`src/design/wrs_pkg.sv`:
```
// wrs_pkg: shared types and constants of the weighted reaction selector.
// Transaction payload structs, status and operation codes, controller states.
// No dependencies.
package wrs_pkg;

    localparam int RATE_W   = 32;   // rate entry, unsigned Q16.16
    localparam int PREFIX_W = 36;   // prefix sum, unsigned Q20.16
    localparam int CNT_W    = 5;    // reactions_in_use register
    localparam int IDX_W    = 4;    // reaction index field

    localparam logic [CNT_W-1:0] CNT_RESET = 5'd1;

    // configuration register word indexes
    localparam logic REG_REACTIONS_IN_USE = 1'b0;

    typedef enum logic
    {
        OP_WRITE = 1'b0,
        OP_DRAW  = 1'b1
    } op_t;

    typedef enum logic [1:0]
    {
        STATUS_OK      = 2'd0,
        STATUS_BEYOND  = 2'd1,
        STATUS_WRITTEN = 2'd2
    } status_t;

    typedef struct packed
    {
        op_t                 operation;
        logic [IDX_W-1:0]    reaction_index;
        logic [RATE_W-1:0]   rate_value;
        logic [PREFIX_W-1:0] draw_point;
    } cmd_t;

    typedef struct packed
    {
        logic [IDX_W-1:0]    chosen_reaction;
        logic [PREFIX_W-1:0] total_rate;
        status_t             status;
    } result_t;

    typedef enum logic [2:0]
    {
        S_IDLE,
        S_LOAD,
        S_REBUILD,
        S_FETCH,
        S_WR_END,
        S_DRAW_TOT,
        S_SEARCH
    } state_t;

endpackage

```
`src/design/wrs_table.sv`:
```
// wrs_table: single-port-write, single-port-read synchronous table with registered
// read data, and per-entry valid bits so unwritten entries read as zero.
// Depends on nothing.
module wrs_table #(
    parameter int DEPTH = 16,
    parameter int WIDTH = 32
) (
    input  logic                     clk,
    input  logic                     rst_n,
    input  logic                     we,
    input  logic [$clog2(DEPTH)-1:0] waddr,
    input  logic [WIDTH-1:0]         wdata,
    input  logic                     re,
    input  logic [$clog2(DEPTH)-1:0] raddr,
    output logic [WIDTH-1:0]         rdata
);

    logic [WIDTH-1:0] mem_reg [DEPTH];
    logic [DEPTH-1:0] valid_reg;
    logic [WIDTH-1:0] rdata_reg;
    logic             rvalid_reg;

    always_ff @(posedge clk)
    begin
        if (we)
        begin
            mem_reg[waddr] <= wdata;
        end
        if (re)
        begin
            rdata_reg <= mem_reg[raddr];
        end
    end

    always_ff @(posedge clk or negedge rst_n)
    begin
        if (!rst_n)
        begin
            valid_reg  <= '0;
            rvalid_reg <= 1'b0;
        end
        else
        begin
            if (we)
            begin
                valid_reg[waddr] <= 1'b1;
            end
            if (re)
            begin
                rvalid_reg <= valid_reg[raddr];
            end
        end
    end

    assign rdata = rvalid_reg ? rdata_reg : '0;

    // controller never reads an entry in the cycle it writes it
    a_no_collision: assert property (@(posedge clk) disable iff (!rst_n)
        !(we && re && (waddr == raddr)))
        else $error("wrs_table: read and write of the same entry");

    a_waddr_range: assert property (@(posedge clk) disable iff (!rst_n)
        we |-> (32'(waddr) < DEPTH))
        else $error("wrs_table: write beyond depth");

    a_raddr_range: assert property (@(posedge clk) disable iff (!rst_n)
        re |-> (32'(raddr) < DEPTH))
        else $error("wrs_table: read beyond depth");

endmodule

```
`src/design/weighted_reaction_selector.sv`:
```
// weighted_reaction_selector: rate table, prefix-sum table and binary-search
// selection of a reaction for a point on the cumulative rate axis.
// Depends on wrs_pkg and wrs_table.
//
//  channel   | signals                              | transaction taken when
//  ----------+--------------------------------------+--------------------------------
//  command   | start, busy, cmd (cmd_t)             | start high and busy low
//  result    | done, result (result_t)              | done high, one cycle, no stall
//  config    | psel penable pwrite paddr pwdata     | psel, penable, pwrite, pready
//            | prdata pready (always high)          |   all high (word 0 only)
//
// A rate write runs the prefix rebuild, which walks one rate entry per cycle from
// the written index to the end of the table; an out-of-range write skips it. A
// draw reads the total and, for a point inside it, binary-searches the prefix
// table, one prefix-table read per step. done comes the cycle after the last busy
// cycle, and a new command may be taken in that same cycle. Reset sets the
// register to one and clears all table valid bits.
module weighted_reaction_selector import wrs_pkg::*; #(
    parameter int MAX_REACTIONS = 16
) (
    input  logic         clk,
    input  logic         rst_n,
    // configuration
    input  logic         psel,
    input  logic         penable,
    input  logic         pwrite,
    input  logic [2:0]   paddr,
    input  logic [31:0]  pwdata,
    output logic [31:0]  prdata,
    output logic         pready,
    // command
    input  logic         start,
    input  cmd_t         cmd,
    output logic         busy,
    // result
    output logic         done,
    output result_t      result
);

    localparam int RW = $clog2(MAX_REACTIONS);       // rate table address
    localparam int CW = $clog2(MAX_REACTIONS + 1);   // prefix table address / count

    // ------------------------------------------------------------------
    // configuration register
    // ------------------------------------------------------------------
    logic [CNT_W-1:0] cfg_reg;
    logic             cfg_wr;

    assign pready = 1'b1;
    assign cfg_wr = psel && penable && pwrite && (paddr[2] == REG_REACTIONS_IN_USE);

    always_ff @(posedge clk or negedge rst_n)
    begin
        if (!rst_n)
        begin
            cfg_reg <= CNT_RESET;
        end
        else if (cfg_wr)
        begin
            cfg_reg <= pwdata[CNT_W-1:0];
        end
    end

    assign prdata = (paddr[2] == REG_REACTIONS_IN_USE) ? {{(32-CNT_W){1'b0}}, cfg_reg} : '0;

    // active count, clamped to the table size
    logic [CW-1:0] n_act;
    assign n_act = (32'(cfg_reg) > MAX_REACTIONS) ? CW'(MAX_REACTIONS) : CW'(cfg_reg);

    // ------------------------------------------------------------------
    // tables
    // ------------------------------------------------------------------
    logic                rate_we, rate_re;
    logic [RW-1:0]       rate_waddr, rate_raddr;
    logic [RATE_W-1:0]   rate_wdata, rate_rdata;
    logic                cum_we, cum_re;
    logic [CW-1:0]       cum_waddr, cum_raddr;
    logic [PREFIX_W-1:0] cum_wdata, cum_rdata;

    wrs_table #(.DEPTH(MAX_REACTIONS), .WIDTH(RATE_W)) u_rate (
        .clk   (clk),
        .rst_n (rst_n),
        .we    (rate_we),
        .waddr (rate_waddr),
        .wdata (rate_wdata),
        .re    (rate_re),
        .raddr (rate_raddr),
        .rdata (rate_rdata)
    );

    // entry k = sum of rates 0..k-1; entry 0 is never written and reads zero
    wrs_table #(.DEPTH(MAX_REACTIONS + 1), .WIDTH(PREFIX_W)) u_cum (
        .clk   (clk),
        .rst_n (rst_n),
        .we    (cum_we),
        .waddr (cum_waddr),
        .wdata (cum_wdata),
        .re    (cum_re),
        .raddr (cum_raddr),
        .rdata (cum_rdata)
    );

    // ------------------------------------------------------------------
    // controller state and datapath registers
    // ------------------------------------------------------------------
    state_t              state_reg, state_next;
    logic [PREFIX_W-1:0] acc_reg, acc_next;       // running prefix in rebuild
    logic [RW-1:0]       k_reg, k_next;           // rate entry in rebuild
    logic [CW-1:0]       lo_reg, lo_next;
    logic [CW-1:0]       hi_reg, hi_next;
    logic [CW-1:0]       mid_reg, mid_next;
    logic [PREFIX_W-1:0] point_reg, point_next;
    logic [PREFIX_W-1:0] total_reg, total_next;
    logic                done_reg, done_next;
    result_t             result_reg, result_next;

    logic accept;
    logic in_range;

    assign accept   = start && (state_reg == S_IDLE);
    assign in_range = 32'(cmd.reaction_index) < MAX_REACTIONS;
    assign busy     = (state_reg != S_IDLE);
    assign done     = done_reg;
    assign result   = result_reg;

    // ------------------------------------------------------------------
    // rebuild and search arithmetic
    // ------------------------------------------------------------------
    logic [CW-1:0]       k_inc;
    logic                k_last;
    logic [PREFIX_W:0]   sum_wide;
    logic [PREFIX_W-1:0] sum_sat;
    logic                flagged;
    logic                le;
    logic [CW-1:0]       step_lo, step_hi, step_mid;
    logic [CW:0]         mid_wide;
    logic                step_more;

    always_comb
    begin
        k_inc    = CW'(k_reg) + CW'(1);
        k_last   = (k_reg == RW'(MAX_REACTIONS - 1));
        sum_wide = {1'b0, acc_reg} + (PREFIX_W + 1)'(rate_rdata);
        sum_sat  = sum_wide[PREFIX_W] ? '1 : sum_wide[PREFIX_W-1:0];

        flagged  = (n_act == '0) || (point_reg >= cum_rdata);
        le       = (cum_rdata <= point_reg);

        if (state_reg == S_SEARCH)
        begin
            step_lo = le ? mid_reg : lo_reg;
            step_hi = le ? hi_reg : (mid_reg - CW'(1));
        end
        else
        begin
            step_lo = '0;
            step_hi = n_act - CW'(1);
        end
        mid_wide  = ({1'b0, step_lo} + {1'b0, step_hi} + (CW + 1)'(1)) >> 1;
        step_mid  = mid_wide[CW-1:0];
        step_more = (step_lo < step_hi);
    end

    // ------------------------------------------------------------------
    // next state
    // ------------------------------------------------------------------
    always_comb
    begin
        state_next = state_reg;
        unique case (state_reg)
            S_IDLE:
            begin
                if (accept)
                begin
                    if (cmd.operation == OP_DRAW)
                    begin
                        state_next = S_DRAW_TOT;
                    end
                    else if (in_range)
                    begin
                        state_next = S_LOAD;
                    end
                    else
                    begin
                        state_next = S_WR_END;
                    end
                end
            end
            S_LOAD:
            begin
                state_next = S_REBUILD;
            end
            S_REBUILD:
            begin
                if (k_last)
                begin
                    state_next = S_FETCH;
                end
            end
            S_FETCH:
            begin
                state_next = S_WR_END;
            end
            S_WR_END:
            begin
                state_next = S_IDLE;
            end
            S_DRAW_TOT:
            begin
                state_next = (!flagged && step_more) ? S_SEARCH : S_IDLE;
            end
            S_SEARCH:
            begin
                state_next = step_more ? S_SEARCH : S_IDLE;
            end
            default:
            begin
                state_next = S_IDLE;
            end
        endcase
    end

    // ------------------------------------------------------------------
    // outputs: table ports, datapath register loads, result
    // ------------------------------------------------------------------
    always_comb
    begin
        rate_we     = 1'b0;
        rate_waddr  = RW'(cmd.reaction_index);
        rate_wdata  = cmd.rate_value;
        rate_re     = 1'b0;
        rate_raddr  = k_reg;
        cum_we      = 1'b0;
        cum_waddr   = k_inc;
        cum_wdata   = sum_sat;
        cum_re      = 1'b0;
        cum_raddr   = n_act;
        acc_next    = acc_reg;
        k_next      = k_reg;
        lo_next     = lo_reg;
        hi_next     = hi_reg;
        mid_next    = mid_reg;
        point_next  = point_reg;
        total_next  = total_reg;
        done_next   = 1'b0;
        result_next = result_reg;

        unique case (state_reg)
            S_IDLE:
            begin
                if (accept)
                begin
                    point_next = cmd.draw_point;
                    cum_re     = 1'b1;
                    if (cmd.operation == OP_WRITE && in_range)
                    begin
                        rate_we   = 1'b1;
                        k_next    = RW'(cmd.reaction_index);
                        cum_raddr = CW'(cmd.reaction_index);
                    end
                end
            end
            S_LOAD:
            begin
                // prefix below the written entry is unchanged
                acc_next = cum_rdata;
                rate_re  = 1'b1;
            end
            S_REBUILD:
            begin
                cum_we     = 1'b1;
                acc_next   = sum_sat;
                k_next     = RW'(k_inc);
                rate_re    = !k_last;
                rate_raddr = RW'(k_inc);
            end
            S_FETCH:
            begin
                cum_re = 1'b1;
            end
            S_WR_END:
            begin
                done_next   = 1'b1;
                result_next = '{chosen_reaction: '0, total_rate: cum_rdata,
                                status: STATUS_WRITTEN};
            end
            S_DRAW_TOT:
            begin
                total_next = cum_rdata;
                lo_next    = step_lo;
                hi_next    = step_hi;
                mid_next   = step_mid;
                if (flagged)
                begin
                    done_next   = 1'b1;
                    result_next = '{chosen_reaction: '0, total_rate: cum_rdata,
                                    status: STATUS_BEYOND};
                end
                else if (step_more)
                begin
                    cum_re    = 1'b1;
                    cum_raddr = step_mid;
                end
                else
                begin
                    done_next   = 1'b1;
                    result_next = '{chosen_reaction: '0, total_rate: cum_rdata,
                                    status: STATUS_OK};
                end
            end
            S_SEARCH:
            begin
                lo_next  = step_lo;
                hi_next  = step_hi;
                mid_next = step_mid;
                if (step_more)
                begin
                    cum_re    = 1'b1;
                    cum_raddr = step_mid;
                end
                else
                begin
                    done_next   = 1'b1;
                    result_next = '{chosen_reaction: IDX_W'(step_lo), total_rate: total_reg,
                                    status: STATUS_OK};
                end
            end
            default:
            begin
                done_next = 1'b0;
            end
        endcase
    end

    // ------------------------------------------------------------------
    // registers
    // ------------------------------------------------------------------
    always_ff @(posedge clk or negedge rst_n)
    begin
        if (!rst_n)
        begin
            state_reg <= S_IDLE;
            done_reg  <= 1'b0;
        end
        else
        begin
            state_reg <= state_next;
            done_reg  <= done_next;
        end
    end

    always_ff @(posedge clk)
    begin
        acc_reg    <= acc_next;
        k_reg      <= k_next;
        lo_reg     <= lo_next;
        hi_reg     <= hi_next;
        mid_reg    <= mid_next;
        point_reg  <= point_next;
        total_reg  <= total_next;
        result_reg <= result_next;
    end

    // ------------------------------------------------------------------
    // assertions
    // ------------------------------------------------------------------
    a_done_after_busy: assert property (@(posedge clk) disable iff (!rst_n)
        done |-> $past(busy))
        else $error("result strobe without a transaction in progress");

    a_accept_goes_busy: assert property (@(posedge clk) disable iff (!rst_n)
        (start && !busy) |=> busy)
        else $error("accepted transaction did not start");

    a_search_interval: assert property (@(posedge clk) disable iff (!rst_n)
        (state_reg == S_SEARCH) |-> (lo_reg < hi_reg) && (mid_reg > lo_reg)
            && (mid_reg <= hi_reg))
        else $error("binary search interval broken");

    a_write_result: assert property (@(posedge clk) disable iff (!rst_n)
        (done && result.status == STATUS_WRITTEN) |-> (result.chosen_reaction == '0))
        else $error("write result carries a reaction index");

    a_ok_nonzero_total: assert property (@(posedge clk) disable iff (!rst_n)
        (done && result.status == STATUS_OK) |-> (result.total_rate != '0))
        else $error("draw accepted against an empty total");

endmodule

```
`config.mk`:
```
export PLATFORM = sky130hd
export DESIGN_NAME = weighted_reaction_selector
export DESIGN_NICKNAME = d
export VERILOG_FILES = /design/src/design/wrs_pkg.sv /design/src/design/wrs_table.sv /design/src/design/weighted_reaction_selector.sv
export SDC_FILE = /design/constraint.sdc
export NUM_CORES = 2
export LEC_CHECK = 0
export BUFFER_PORTS_ARGS = -buffer_cell sky130_fd_sc_hd__buf_2
export CORE_MARGIN = 2
export CORE_UTILIZATION = 60
export DETAILED_ROUTE_END_ITERATION = 6
export PLACE_DENSITY_LB_ADDON = 0.12
export SYNTH_ARGS = -nofsm -noshare
export SYNTH_HDL_FRONTEND = slang
export SYNTH_HIERARCHICAL = 1
export SYNTH_SLANG_ARGS = --single-unit
```
`constraint.sdc`:
```
create_clock -name clk -period 7.18 [get_ports clk]
set_input_delay 0.359 -clock clk [delete_from_list [all_inputs] [get_ports clk]]
set_output_delay 0.359 -clock clk [all_outputs]
set_load 0.05 [all_outputs]
```
==> summary.md <==
| Metric | Value |
|---|---|
| Die area | `0.0974 mm2` |
| #FFs+latches synth | `1405` |
| Post-CTS Setup Repair Bufs | `0` |
| Number of synthesized flops with an enable pin | `1361` |
| Met1 Routed Length | `51400 um` |
| Sequential-to-total area share from yosys stat | `0.737` |
| Antenna violations before repair | `7` |
| Drt wl/cell | `29.0 um` |
| Nets@finish | `3596` |
| Final Cycle Share | `0.945` |
| Via/cell ratio | `6.29` |
| DRC viols | `0` |
| Synth Cell Area | `0.0570 mm2` |
| Antenna Nets Post-Route | `0` |
| DR vias | `30100` |
| VDD IR max | `0.390 mV` |
| Die Span X | `312 um` |
| Worst slew pin tran | `1.26 ns` |
| Max-Cap Viols | `0` |
| Yosys top cell area share | `0.717` |
| Synth-to-Final Area Change | `15.2%` |
| Leak | `22.4 nW` |
| Type of destination of the critical path | `flop` |
| Clock Latency Late Sink | `0.76 ns` |
| Unrepaired setup endpoints after global routing | `false` |
| Met2 wire len | `71000 um` |
| Clk pwr share | `0.239` |
| Clock buffer count from CTS | `141` |
| Net switching power | `10.3 mW` |
| Maximum net fanout on the critical path | `25` |
| DRT Pass-1 Iters | `6` |
| Startpoint type of the worst setup path | `flop` |
| DP Wirelength | `82300 um` |
| Sw Ratio | `0.339` |
| Final setup fails | `0` |
| Sequential power share | `0.391` |
| Mapped Cells | `3021` |
| Hold path startpoint | `cmd[69]` |
| CTS root buffer | `clkbuf_16` |
| Util after Layout | `0.694` |
| IO Pins | `191` |
| Number of flip-flops in the largest register | `612` |
| CTS Sinks | `1405` |
| HP Class | `input pin to flop` |
| GRT Total Usage | `0.290` |
| Vias in the first global route | `31100` |
| H-Tree Depth | `4` |
| Tot Pwr | `30.3 mW` |
| Critical Path RT | `7.66 ns` |
| Clock Pin Slew Worst Setup and Hold Paths | `0.06 ns` |
| Clock buffer depth | `3` |
| Final Hold Violating Endpoints | `0` |
| Max layer used | `met5` |
| Internal power | `20.1 mW` |
| Final Wtd Congestion | `0.922` |
| Global-route wire length before repair | `204000 um` |
| Slew margin rel. | `0.156` |
| Initial Util | `0.602` |
| Logic pwr share | `0.370` |
| CORE AREA | `0.0946 mm2` |
| Pwr/cell area | `462 mW/mm2` |
| Synth cell types | `83` |
| CTS tree | `yes` |
| Status | `finished, final reports clean` |
| Post-synth top flop | `edfxtp_1` |
| First DRT Iteration DRCs | `3120` |
| PortBufs | `133` |
| Share of cells above drive strength 1 | `0.258` |
| CP startpoint | `u_cum/rvalid_reg$_DFFE_PN0P_` |
| Metal3 WL | `9840 um` |
| Dominant cell type by area after synthesis | `edfxtp_1` |
| Max Slew Vio Count | `0` |
| Final TNS setup | `0 ns` |
| Clock Skew | `0.0283 ns` |
| Max frequency | `0.147 GHz` |
| WL final | `139000 um` |
| Fin crit period | `6.78 ns` |
| Critical path class | `flop to flop` |
| Syn Area/Cell | `18.9 um2` |
| Critical Path AT | `7.26 ns` |
| Rows | `113` |
| Synth area leaders | `edfxtp_1, mux4_2, dfrtp_1` |
| GRT Residual Overflow | `0` |
| Largest net degree at the start of global routing | `133` |
| RR Startpoint | `u_cum/rvalid_reg$_DFFE_PN0P_` |
| Async SR Flop Fraction | `0.0313` |
| Yosys warning total | `6` |
| Die Y | `312 um` |
[stage by stage]
step	hold WS [ns]	area (um2)	setup slack, ns	instances
finish	0.0893	65600	0.396	4783
global route	0.0969	65600	0.125	4781
CTS	0.0496	65600	0.283	4779
detailed placement	0.451	60300	0.339	4444
global placement	0.446	60300	0.425	4444
floorplan	0.0634	57100	0.689	3047
[kinds of logic after synthesis]
kind of cell             count (synthesis)  share of synthesized area
other                                    2                   0.000132
XOR/XNOR                                42                    0.00646
AND/OR/NAND/NOR                        540                     0.0475
AO/OA/AOI/OAI                          331                     0.0392
adder cells (fa/ha/maj)                 82                     0.0183
buffers and inverters                  226                     0.0221
flip-flops                            1405                      0.737
multiplexers                           393                      0.130
[power groups by stage]
stage               sequential [mW]  clock [mW]  combinational [mW]
CTS                            11.9        7.35                11.2
global placement               12.0           0                10.8
detailed placement             12.0           0                11.1
floorplan                      11.9           0                7.17
finish                         11.9        7.25                11.2
global route                   11.9        7.67                11.9
[critical path, cell delays in order, from the launching register on]
cell	delay, ns
dfrtp_2	0.60
buf_12	0.23
and2_1	0.45
ha_1	0.34
nand4_1	0.16
and4bb_1	0.23
a21boi_0	0.14
a2111o_1	0.47
o21ai_4	0.25
nor2_1	0.08
a21oi_1	0.12
nor2_1	0.05
or2_2	0.32
ha_1	0.32
nand4b_1	0.22
a311oi_2	0.40
or2_1	0.18
a211oi_1	0.12
o221ai_4	0.27
buf_12	0.19
buf_12	0.16
buf_12	0.18
mux4_2	0.52
a211oi_1	0.32
a21oi_1	0.15
[layer usage]
layer,vias up,global-route usage
met3,305,0.0482
met2,1300,0.494
li1,12800,-
met5,-,0
met1,15700,0.371
met4,6,0.129
[cell usage after synthesis (all sizes together), types with 5 or more instances]
| library cell | count |
|---|---|
| o21ai | 34 |
| or2 | 43 |
| nand3 | 13 |
| mux4 | 273 |
| nand2 | 194 |
| mux2 | 28 |
| dfrtp | 43 |
| buf | 106 |
| a21o | 18 |
| ha | 80 |
| nand2b | 13 |
| edfxtp | 1361 |
| nor2b | 51 |
| and4 | 6 |
| nor2 | 84 |
| or3b | 5 |
| o31ai | 8 |
| nand3b | 6 |
| xor2 | 24 |
| and2 | 75 |
| clkbuf | 57 |
| inv | 63 |
| and3 | 7 |
| mux2i | 92 |
| a22oi | 34 |
| a31oi | 16 |
| o22ai | 39 |
| nand4 | 11 |
| a211oi | 40 |
| xnor2 | 18 |
| a21oi | 90 |
| nor3 | 18 |
[worst paths after layout]
kind                            cells past startpoint                              to  slack [ns]
worst max-delay path                               24   u_cum/rdata_reg[28]$_DFFE_PP_        0.40
worst min-delay path                                3              k_reg[1]$_DFFE_PP_        0.09
worst max register to register                     24   u_cum/rdata_reg[28]$_DFFE_PP_        0.40
worst min register to register                      1  u_cum/valid_reg[2]$_DFFE_PN0P_        0.47
max in group asynchronous                           3    u_cum/rvalid_reg$_DFFE_PN0P_        6.32
min in group asynchronous                           3                  done$_DFF_PN0_        0.30
[what timing repair did]
action	CTS	global route
endpoints found under the hold margin	600	0
setup endpoints to repair	0	14
hold buffers	78	0
resized for setup	0	1
[area by class of cell]
type / instances / area (um2)
Timing Repair Buffer: 373 / 3050
Fill cell: 5863 / 28900
Tap cell: 1265 / 1580
Multi-Input combinational cell: 1416 / 14200
Sequential cell: 1405 / 42000
Antenna cell: 4 / 10.0
Clock buffer: 179 / 3780
Clock inverter: 78 / 798
Inverter: 63 / 236
[cells in the final DEF (no fill, tap or decap), types with 13 or more instances in the layout]
| master | instances |
|---|---|
| inv_1 | 62 |
| buf_12 | 31 |
| o22ai_1 | 39 |
| clkinv_2 | 24 |
| clkbuf_16 | 145 |
| a21o_1 | 18 |
| nor2_1 | 53 |
| mux2i_1 | 92 |
| dfrtp_1 | 42 |
| a211oi_1 | 37 |
| nand2_1 | 193 |
| xnor2_1 | 16 |
| clkinv_1 | 21 |
| xor2_1 | 23 |
| mux2_2 | 28 |
| or2_2 | 42 |
| nor3_1 | 14 |
| dlygate4sd3_1 | 78 |
| a21oi_1 | 90 |
| a22oi_1 | 34 |
| clkbuf_1 | 32 |
| o21ai_0 | 32 |
| nor2b_1 | 50 |
| conb_1 | 28 |
| ha_1 | 80 |
| and2_1 | 75 |
| buf_4 | 131 |
| edfxtp_1 | 1361 |
| nand2b_1 | 13 |
| a31oi_1 | 15 |
| mux4_2 | 270 |
| buf_2 | 133 |
| nor2_4 | 31 |
(Power assumes the default switching activity.)
